==> config.mk <==
export PLATFORM = sky130hd
export DESIGN_NAME = http_chunked_body_decoder
export DESIGN_NICKNAME = d
export VERILOG_FILES = /design/src/hcbd_pkg.sv /design/src/hcbd_step.sv /design/src/http_chunked_body_decoder.sv
export SDC_FILE = /design/constraint.sdc
export NUM_CORES = 1
export LEC_CHECK = 0
export BUFFER_PORTS_ARGS = -buffer_cell sky130_fd_sc_hd__buf_2
export CORE_UTILIZATION = 51
export CTS_CLUSTER_SIZE = 25
export DETAILED_ROUTE_END_ITERATION = 6
export MAX_ROUTING_LAYER = met4
export PLACE_DENSITY_LB_ADDON = 0.25
export SKIP_CTS_REPAIR_TIMING = 1
export SYNTH_ARGS = -nofsm -noshare
export SYNTH_HDL_FRONTEND = slang
export SYNTH_SLANG_ARGS = --single-unit
==> constraint.sdc <==
create_clock -name clock -period 8.9 [get_ports clock]
set_clock_uncertainty 0.2 [all_clocks]
set_input_delay 0.445 -clock clock [delete_from_list [all_inputs] [get_ports clock]]
set_output_delay 0.445 -clock clock [all_outputs]
set_load 0.01 [all_outputs]
==> src/hcbd_pkg.sv <==
// Shared types, character codes and helpers for the chunked body decoder.
// No dependencies; used by hcbd_step and http_chunked_body_decoder.
package hcbd_pkg;

   localparam int          LINE_BYTES_DEFAULT = 32;
   localparam logic [31:0] CAPACITY_RESET     = 32'hFFFF_FFFF;

   localparam logic [7:0]  CHAR_SEMI = 8'h3B;
   localparam logic [7:0]  CHAR_CR   = 8'h0D;
   localparam logic [7:0]  CHAR_LF   = 8'h0A;
   localparam logic [31:0] CRLF_LEN  = 32'd2;

   typedef enum logic [3:0] {
      PH_SIZE = 4'b0001,
      PH_DATA = 4'b0010,
      PH_CRLF = 4'b0100,
      PH_DONE = 4'b1000
   } phase_type;

   typedef enum logic {
      OP_FEED    = 1'b0,
      OP_RESTART = 1'b1
   } opcode_type;

   typedef struct packed {
      phase_type   phase;
      logic [31:0] size_acc;
      logic        past_ext;
      logic        bad_digit;
      logic [31:0] bytes_rem;
      logic        final_seen;
      logic        finished;
      logic [31:0] stored_count;
   } state_type;

   localparam state_type STATE_RESET = '{
      phase:        PH_SIZE,
      size_acc:     32'd0,
      past_ext:     1'b0,
      bad_digit:    1'b0,
      bytes_rem:    32'd0,
      final_seen:   1'b0,
      finished:     1'b0,
      stored_count: 32'd0
   };

   typedef struct packed {
      opcode_type opcode;
      logic [7:0] byte_value;
      logic       last_in_buffer;
   } req_item_type;

   typedef struct packed {
      logic       body_valid;
      logic [7:0] body_byte;
      logic       framing_error;
      logic       body_done;
      logic       buffer_end;
   } rsp_item_type;

   typedef struct packed {
      logic       ok;
      logic [3:0] value;
   } hex_type;

   function automatic hex_type hex_digit(input logic [7:0] c);
      hex_type h;
      h.ok    = 1'b1;
      h.value = 4'd0;
      if (c >= 8'h30 && c <= 8'h39) begin
         h.value = 4'(c - 8'h30);
      end else if (c >= 8'h61 && c <= 8'h66) begin
         h.value = 4'(c - 8'h61 + 8'd10);
      end else if (c >= 8'h41 && c <= 8'h46) begin
         h.value = 4'(c - 8'h41 + 8'd10);
      end else begin
         h.ok = 1'b0;
      end
      return h;
   endfunction

endpackage

==> src/hcbd_step.sv <==
// Single-pass next-state and result logic for one request of the decoder.
// Depends on hcbd_pkg.
module hcbd_step #(
   parameter int LINE_BYTES = hcbd_pkg::LINE_BYTES_DEFAULT,
   localparam int CNT_W     = $clog2(LINE_BYTES)
) (
   input  hcbd_pkg::state_type    cur_state,
   input  logic [CNT_W-1:0]       cur_count,
   input  logic [31:0]            capacity,
   input  hcbd_pkg::req_item_type item,
   output hcbd_pkg::state_type    nxt_state,
   output logic [CNT_W-1:0]       nxt_count,
   output hcbd_pkg::rsp_item_type result
);

   hcbd_pkg::hex_type hex;
   logic [31:0]       rem_dec;

   assign hex     = hcbd_pkg::hex_digit(item.byte_value);
   assign rem_dec = (cur_state.bytes_rem != 32'd0) ? cur_state.bytes_rem - 32'd1 : 32'd0;

   always_comb begin
      nxt_state            = cur_state;
      nxt_count            = cur_count;
      result               = '0;
      result.buffer_end    = item.last_in_buffer;
      if (item.opcode == hcbd_pkg::OP_RESTART) begin
         nxt_state = hcbd_pkg::STATE_RESET;
         nxt_count = '0;
      end else begin
         unique case (cur_state.phase)
            hcbd_pkg::PH_SIZE: begin
               if (item.byte_value == hcbd_pkg::CHAR_LF) begin
                  if (cur_state.bad_digit) begin
                     result.framing_error = 1'b1;
                  end else begin
                     nxt_state.size_acc   = 32'd0;
                     nxt_state.past_ext   = 1'b0;
                     nxt_count            = '0;
                     nxt_state.final_seen = (cur_state.size_acc == 32'd0);
                     if (cur_state.size_acc == 32'd0) begin
                        nxt_state.bytes_rem = hcbd_pkg::CRLF_LEN;
                        nxt_state.phase     = hcbd_pkg::PH_CRLF;
                     end else begin
                        nxt_state.bytes_rem = cur_state.size_acc;
                        nxt_state.phase     = hcbd_pkg::PH_DATA;
                     end
                  end
               end else if (item.byte_value == hcbd_pkg::CHAR_CR) begin
                  // CR on the size line is skipped
               end else if (cur_count >= CNT_W'(LINE_BYTES - 1)) begin
                  result.framing_error = 1'b1;
               end else begin
                  nxt_count = cur_count + CNT_W'(1);
                  if (!cur_state.past_ext) begin
                     if (item.byte_value == hcbd_pkg::CHAR_SEMI) begin
                        nxt_state.past_ext = 1'b1;
                     end else if (!hex.ok) begin
                        nxt_state.bad_digit = 1'b1;
                     end else begin
                        nxt_state.size_acc = {cur_state.size_acc[27:0], hex.value};
                     end
                  end
               end
            end
            hcbd_pkg::PH_DATA: begin
               if (cur_state.stored_count < capacity) begin
                  nxt_state.stored_count = cur_state.stored_count + 32'd1;
                  result.body_valid      = 1'b1;
                  result.body_byte       = item.byte_value;
               end
               if (rem_dec == 32'd0) begin
                  nxt_state.bytes_rem = hcbd_pkg::CRLF_LEN;
                  nxt_state.phase     = hcbd_pkg::PH_CRLF;
               end else begin
                  nxt_state.bytes_rem = rem_dec;
               end
            end
            hcbd_pkg::PH_CRLF: begin
               if (item.byte_value != hcbd_pkg::CHAR_CR &&
                   item.byte_value != hcbd_pkg::CHAR_LF) begin
                  result.framing_error = 1'b1;
               end else begin
                  nxt_state.bytes_rem = rem_dec;
                  if (rem_dec == 32'd0) begin
                     if (cur_state.final_seen) begin
                        nxt_state.finished = 1'b1;
                        nxt_state.phase    = hcbd_pkg::PH_DONE;
                     end else begin
                        nxt_state.phase    = hcbd_pkg::PH_SIZE;
                     end
                  end
               end
            end
            hcbd_pkg::PH_DONE: begin
               // body complete, bytes ignored
            end
            default: begin
               nxt_state = cur_state;
            end
         endcase
      end
      result.body_done = nxt_state.finished;
   end

endmodule

==> src/http_chunked_body_decoder.sv <==
// Top level of the HTTP/1.1 chunked body decoder: stream ports, input and result registers.
// Depends on hcbd_pkg and hcbd_step.
//
// Decodes an HTTP/1.1 chunked body one byte per request and returns exactly one result per
// request, in order. A request is either a byte to feed or a restart (tuser = 1) that clears
// all decoder state but keeps the capacity register. The block takes a new request every
// clock cycle as long as results are taken; each request is held in the input register and
// is then processed in a single combinational pass into the result register, which drives
// rsp_tvalid. The decoder state advances only as a request moves into the result register,
// so a stalled rsp_tready simply holds both registers. Capacity (csr_wr_data) limits how
// many body bytes are flagged valid per body; later data bytes are still consumed. Write it
// only while the block is idle. A size line byte that would become stored character
// LINE_BYTES-1 or later and bad CR/LF are flagged as framing errors and leave the state
// untouched; a bad hex digit is recorded and flagged as a framing error at the line's LF.
module http_chunked_body_decoder #(
   parameter int LINE_BYTES = hcbd_pkg::LINE_BYTES_DEFAULT
) (
   input  logic        clock,
   input  logic        reset,
   // request channel
   input  logic        req_tvalid,
   output logic        req_tready,
   input  logic [7:0]  req_tdata,   // [7:0] byte_value
   input  logic [0:0]  req_tuser,   // [0] opcode
   input  logic        req_tlast,   // last_in_buffer
   // result channel
   output logic        rsp_tvalid,
   input  logic        rsp_tready,
   output logic [7:0]  rsp_tdata,   // [7:0] body_byte
   output logic [2:0]  rsp_tuser,   // [0] body_valid, [1] framing_error, [2] body_done
   output logic        rsp_tlast,   // buffer_end
   // configuration
   input  logic        csr_wr_en,
   input  logic [31:0] csr_wr_data  // body_capacity
);

   localparam int CNT_W = $clog2(LINE_BYTES);

   // input register
   logic                   in_valid_ff, in_valid_in;
   hcbd_pkg::req_item_type in_item_ff, in_item_in;
   // result register
   logic                   out_valid_ff, out_valid_in;
   hcbd_pkg::rsp_item_type out_item_ff, out_item_in;
   // decoder state
   hcbd_pkg::state_type    state_ff, state_in;
   logic [CNT_W-1:0]       count_ff, count_in;
   logic [31:0]            capacity_ff, capacity_in;

   hcbd_pkg::state_type    step_state;
   logic [CNT_W-1:0]       step_count;
   hcbd_pkg::rsp_item_type step_result;

   logic advance;   // input register moves into the result register
   logic req_take;

   assign advance    = in_valid_ff && (!out_valid_ff || rsp_tready);
   assign req_tready = !in_valid_ff || advance;
   assign req_take   = req_tvalid && req_tready;

   hcbd_step #(
      .LINE_BYTES (LINE_BYTES)
   ) u_step (
      .cur_state (state_ff),
      .cur_count (count_ff),
      .capacity  (capacity_ff),
      .item      (in_item_ff),
      .nxt_state (step_state),
      .nxt_count (step_count),
      .result    (step_result)
   );

   always_comb begin
      in_valid_in  = in_valid_ff;
      in_item_in   = in_item_ff;
      out_valid_in = out_valid_ff;
      out_item_in  = out_item_ff;
      state_in     = state_ff;
      count_in     = count_ff;
      capacity_in  = capacity_ff;

      if (csr_wr_en) begin
         capacity_in = csr_wr_data;
      end

      if (out_valid_ff && rsp_tready) begin
         out_valid_in = 1'b0;
      end
      if (advance) begin
         out_valid_in = 1'b1;
         out_item_in  = step_result;
         state_in     = step_state;
         count_in     = step_count;
         in_valid_in  = 1'b0;
      end
      if (req_take) begin
         in_valid_in               = 1'b1;
         in_item_in.opcode         = hcbd_pkg::opcode_type'(req_tuser[0]);
         in_item_in.byte_value     = req_tdata;
         in_item_in.last_in_buffer = req_tlast;
      end
   end

   always_ff @(posedge clock) begin
      if (reset) begin
         in_valid_ff  <= 1'b0;
         out_valid_ff <= 1'b0;
         state_ff     <= hcbd_pkg::STATE_RESET;
         count_ff     <= '0;
         capacity_ff  <= hcbd_pkg::CAPACITY_RESET;
      end else begin
         in_valid_ff  <= in_valid_in;
         out_valid_ff <= out_valid_in;
         state_ff     <= state_in;
         count_ff     <= count_in;
         capacity_ff  <= capacity_in;
      end
   end

   // payload registers, no reset
   always_ff @(posedge clock) begin
      in_item_ff  <= in_item_in;
      out_item_ff <= out_item_in;
   end

   assign rsp_tvalid = out_valid_ff;
   assign rsp_tdata  = out_item_ff.body_byte;
   assign rsp_tuser  = {out_item_ff.body_done, out_item_ff.framing_error, out_item_ff.body_valid};
   assign rsp_tlast  = out_item_ff.buffer_end;

endmodule
## Word-level counts from Yosys, hierarchy flattened

Cells that the tools add are included.

- Add/subtract/negate cells: 8
- Magnitude comparators: 8
- Eq/ne operators: 25
- Multiplexer cells: 57
- Bitwise logic cells: 2
- Reductions and logical operators: 31

Operators by type and width:

| operator | count |
|---|---|
| $mux W32 | 8 |
| $mux W34 | 4 |
| $mux W104 | 1 |
| $mux W33 | 3 |
| $pmux W32 S3 | 1 |
| $logic_not A32 Y1 | 2 |
| $mux W37 | 1 |
| $add A32 B1 Y32 const B | 1 |
| $lt A32 B32 Y1 | 1 |
| $mux W4 | 8 |
| $reduce_bool A32 Y1 | 1 |
| $sub A32 B1 Y32 const B | 1 |
| $mux W5 | 6 |
| $mux W1 | 21 |
| $ne A3 B2 Y1 const B | 7 |
| $eq A8 B4 Y1 const B | 2 |
| $ge A8 B7 Y1 const B | 2 |
| $le A8 B7 Y1 const B | 2 |
| $ne A8 B4 Y1 const B | 2 |
| $reduce_and A8 Y1 | 2 |
| $ne A2 B2 Y1 const B | 7 |
| $pmux W4 S3 | 1 |
| $reduce_bool A2 Y1 | 6 |
| $sub A4 B1 Y4 const B | 3 |
| other kinds (25) | 38 |

- Bits in registers: 165
- Bits of input ports: 47
- Output and inout bits: 14
- Word-level logic and storage cells: 151

## Depth between registers and ports, before layout

- Depth after elaboration: 13
- Gate-level depth with buffers: 12
- Depth with buffers taken out: 10

## Cells and area by module

Synthesis repeated with hierarchy kept, for this count alone.

- Cell total of the unflattened synthesis: 1421
- Area, all modules: 11946.5 um2

By module, submodules not included:

| module | instances | cells each | area an instance (um2) | seq. area each (um2) |
|---|---|---|---|---|
| http_chunked_body_decoder | 1 | 611 | 6899.1 | 3523.4 |
| hcbd_step | 1 | 810 | 5047.3 | 0.0 |

## Worst setup path after synthesis

No wires, ideal clock.

- Path kind: flip-flop to flip-flop
- Start: reg state_ff[51] (netlist name)
- End: reg state_ff[103] (netlist name)
- Setup time: 0.070 ns
- Arrival time: 2.602 ns
- Required time: 8.630 ns
- Slack: 6.028 ns
- Cell stages (with the launch flop): 9
- Path buffers: 0
- Period minus slack after synthesis: 2.872 ns
- Cell sequence: dfxtp_1 or4_4 nand4b_1 nor4_1 xor2_1 nor4_2 nand4_2 a2111o_1 a21oi_1

- Cells in the longest elaborated chain, start to end: 5

RTL lines:

| item | RTL line | source |
|---|---|---|
| start: declaration | http_chunked_body_decoder.sv:46 | `hcbd_pkg::state_type state_ff, state_in;` |
| start signal: assignment | http_chunked_body_decoder.sv:108 | `state_ff <= hcbd_pkg::STATE_RESET;` |
| start signal: assignment | http_chunked_body_decoder.sv:114 | `state_ff <= state_in;` |
| $sub A32 B1 Y32 or $reduce_bool A32 Y1 (tied branches) | hcbd_step.sv:20 | `assign rem_dec = (cur_state.bytes_rem != 32'd0) ? cur_state.bytes_rem - 32'd1 : 32'd0;` |
| $mux W32 (*) | hcbd_step.sv:20 |  |
| $logic_not A32 Y1 (*) | hcbd_step.sv:72, hcbd_step.sv:85 |  |
| $ne A3 B2 Y1 (no line) | - |  |
| $reduce_and A7 Y1 (no line) (*) | - |  |

Every way passes the cells marked *; elsewhere a longest branch is shown, timed or not.
A chain may end at the register's enable or synchronous reset.

## Worst setup path in the final report

- Start: reg count_ff[0]
- End: reg state_ff[89] (netlist name)

- Cells in the longest elaborated chain, start to end: 3

RTL lines:

| item | RTL line | source |
|---|---|---|
| start: declaration | http_chunked_body_decoder.sv:47 | `logic [CNT_W-1:0] count_ff, count_in;` |
| start signal: assignment | http_chunked_body_decoder.sv:115 | `count_ff <= count_in;` |
| $ge A5 B5 Y1 | hcbd_step.sv:51 | `end else if (cur_count >= CNT_W'(LINE_BYTES - 1)) begin` |
| $ne A3 B2 Y1 (no line) | - |  |
| $reduce_and A8 Y1 (no line) | - |  |

Every way passes these cells.

==> flow_metrics.tcl <==
set metrics [dict create \
    status "finished, final reports clean" \
    dr_total_vias 7831 \
    drt-total-wl_um 21100 \
    power.density_nw_per_um2 169 \
    cap_viol_max_count 0 \
    drtAntennaViolNets 0 \
    seqPwrFrac_pct 47.4 \
    dr.pass1.iters 6 \
    finalCriticalPeriod_ps 3830 \
    ir_drop_mv 0.136 \
    ys_types 67 \
    synth_edf_count 22 \
    drt_iter0_markers 677 \
    syn_area_per_cell_um2 8.36 \
    tns_ps 0 \
    final_cell_mix "143 x dfxtp_1, 133 x nand2_1, 102 x a21oi_1" \
    relSlewSlack_pct 15.3 \
    fp.dieW_um 132 \
    worstPathRequired_ps 9050 \
    grt_pass1_vias 7180 \
    yosysWarningCount 0 \
    port_buffers 60 \
    startpoint_type "flip-flop" \
    p_switching_mw 0.406 \
    antenna_found_initial 0 \
    fillCellCount 1536 \
    clk_latency_ps 430 \
    coreArea_um2 16600 \
    cp-end-kind "flip-flop" \
    rsz0062_at_grt "false" \
    grt-ovfl-total 0 \
    die-area_um2 17500 \
    post-route-util_pct 58.7 \
    layout_setup_ws_ps 5070 \
    io_pins 61 \
    fin_crit_sh_pct 43.0 \
    h-tree-depth 4 \
    drive_gt1_share_pct 12.3 \
    gp_congestion 0.914 \
    clock_power_share_pct 46.0 \
    wire_per_inst_um 16.2 \
    n_antenna_cell 0 \
    drc 0 \
    grt_pass1_wl_um 34800 \
    async_flop_share_pct 0 \
    start_util_pct 52.2 \
    yosysSeqAreaShare_pct 40.7 \
    numCtsBuffers 17 \
    synth_ff_type "dfxtp_1" \
    netlist_instances 1035 \
    finalSetupViolCount 0 \
    tightest_slew_ps 1260 \
    track_usage_pct 25.0 \
    layout_commonest_cell "dfxtp_1" \
    layout.cells.non_filler 1300 \
    comb_power_share_pct 6.7 \
    slew_violations 0 \
    netlist_area_um2 8650 \
    internal_power_mw 1.24 \
    die_h_um 132 \
    cts_tree "done" \
    max-clock-path-buffers 2 \
    synthToLayoutAreaGrowth_pct 12.6 \
    critPathMaxFanout 32 \
    grt_max_degree 81 \
    nNetsFinal 1154 \
    syn-num-nets 1122 \
    yosys.area.top_type "dfxtp_1" \
    finalHoldViolations 0 \
    vias_per_cell 6.02 \
    cts_sinks 165 \
    rows 47 \
    ys_ff_latch 165 \
    path_clk_slew_ps 70 \
    hold_class "input pin to flip-flop" \
    synth_top_area_share_pct 33.1 \
    dp.final_hpwl_um 14000 \
    place_inst 1258 \
    max_freq_mhz 261 \
    reg2reg_slack_ps 5070 \
    dp_slack_ps 5160 \
    root_buffer "clkbuf_16" \
    arrival_ps 3980 \
    switching_share_pct 24.7 \
    cellLeakagePower_nw 3.90 \
    synth_area_leaders "dfxtp_1 33%, edfxtp_1 7.6%, a21oi_1 6.0%" \
    path_class "flip-flop to flip-flop" \
]
[cell usage after synthesis (22+ instances only)]
cell type and number:
ha_1 40, o211ai_1 37, a21oi_1 103, dfxtp_1 143, clkbuf_1 45, o21ai_0 33
nand3_1 54, edfxtp_1 22, nor2_1 46, nor3_1 33, or4_1 23, inv_1 40
nand2_1 133, nand4_1 24
[final timing paths]
path                            cells after the start             from         endpoint
worst min register to register                      0    in_item_ff[0]        rsp_tlast
worst max-delay path                               10      count_ff[0]     state_ff[89]
worst min-delay path                                3  csr_wr_data[13]  capacity_ff[13]
worst max register to register                     10      count_ff[0]     state_ff[89]
[area by class of cell]
cell class / instances / area, µm² / share of cell area (%)
multi-input combinational: 760 / 4690 / 48.2
sequential: 165 / 3520 / 36.2
timing repair buffer: 82 / 490 / 5.04
clock buffer: 18 / 439 / 4.51
tap: 220 / 275 / 2.83
clock inverter: 14 / 163 / 1.67
inverter: 41 / 154 / 1.58
[state kept, by name, indices dropped and copies added, names as in the netlist]
name / cells
count_ff: 5
rsp_tlast: 1
rsp_tvalid: 1
state_ff: 104
rsp_tuser: 3
in_valid_ff: 1
rsp_tdata: 8
in_item_ff: 10
capacity_ff: 32
[metal layers]
layer  share of wire (%)  global-route usage (%)  vias to the layer above
met5                   0                       -                        -
met4                 1.6                    7.28                        0
met3                 4.6                    4.84                       27
met2                  48                    39.6                      203
met1                  46                    32.5                     3726
li1                    -                       -                     3875
[per-stage QoR]
stage	power (mW)	hold slack, ps	instance area, µm²
3_5_place_dp	0.900	212	9030
5_1_grt	1.70	31.1	9740
4_1_cts	1.65	-24.8	9640
6_report	1.64	27.7	9740
3_3_place_gp	0.898	219	9030
2_1_floorplan	0.867	200	8650
[critical path: stages, from the launching register on]
cell and delay (ps):
dfxtp_1 330, ha_1 220, and3_1 190, ha_1 190, a31o_2 240, nor3_1 150
o21ai_0 90, a21oi_1 790, o21a_1 950, nand3_1 160, a21oi_1 210
[kinds of logic after synthesis]
group / after synthesis / share of synthesized area [%]
AND/OR/NAND/NOR: 426 / 25.9
AO/OA/AOI/OAI: 268 / 19.4
flip-flops: 165 / 40.7
buffers and inverters: 110 / 5.35
adder cells (fa/ha/maj): 40 / 5.79
XOR/XNOR: 18 / 1.82
multiplexers: 8 / 0.969
[power by group through the flow]
| stage | Combinational (mW) | Clock [mW] | Sequential [mW] |
|---|---|---|---|
| detailed placement | 0.105 | 0 | 0.794 |
| global placement | 0.104 | 0 | 0.794 |
| global route | 0.123 | 0.798 | 0.779 |
| finish | 0.109 | 0.755 | 0.778 |
| CTS | 0.106 | 0.769 | 0.778 |
| floorplan | 0.0740 | 0 | 0.793 |
Power figures use the tool's default switching activity.
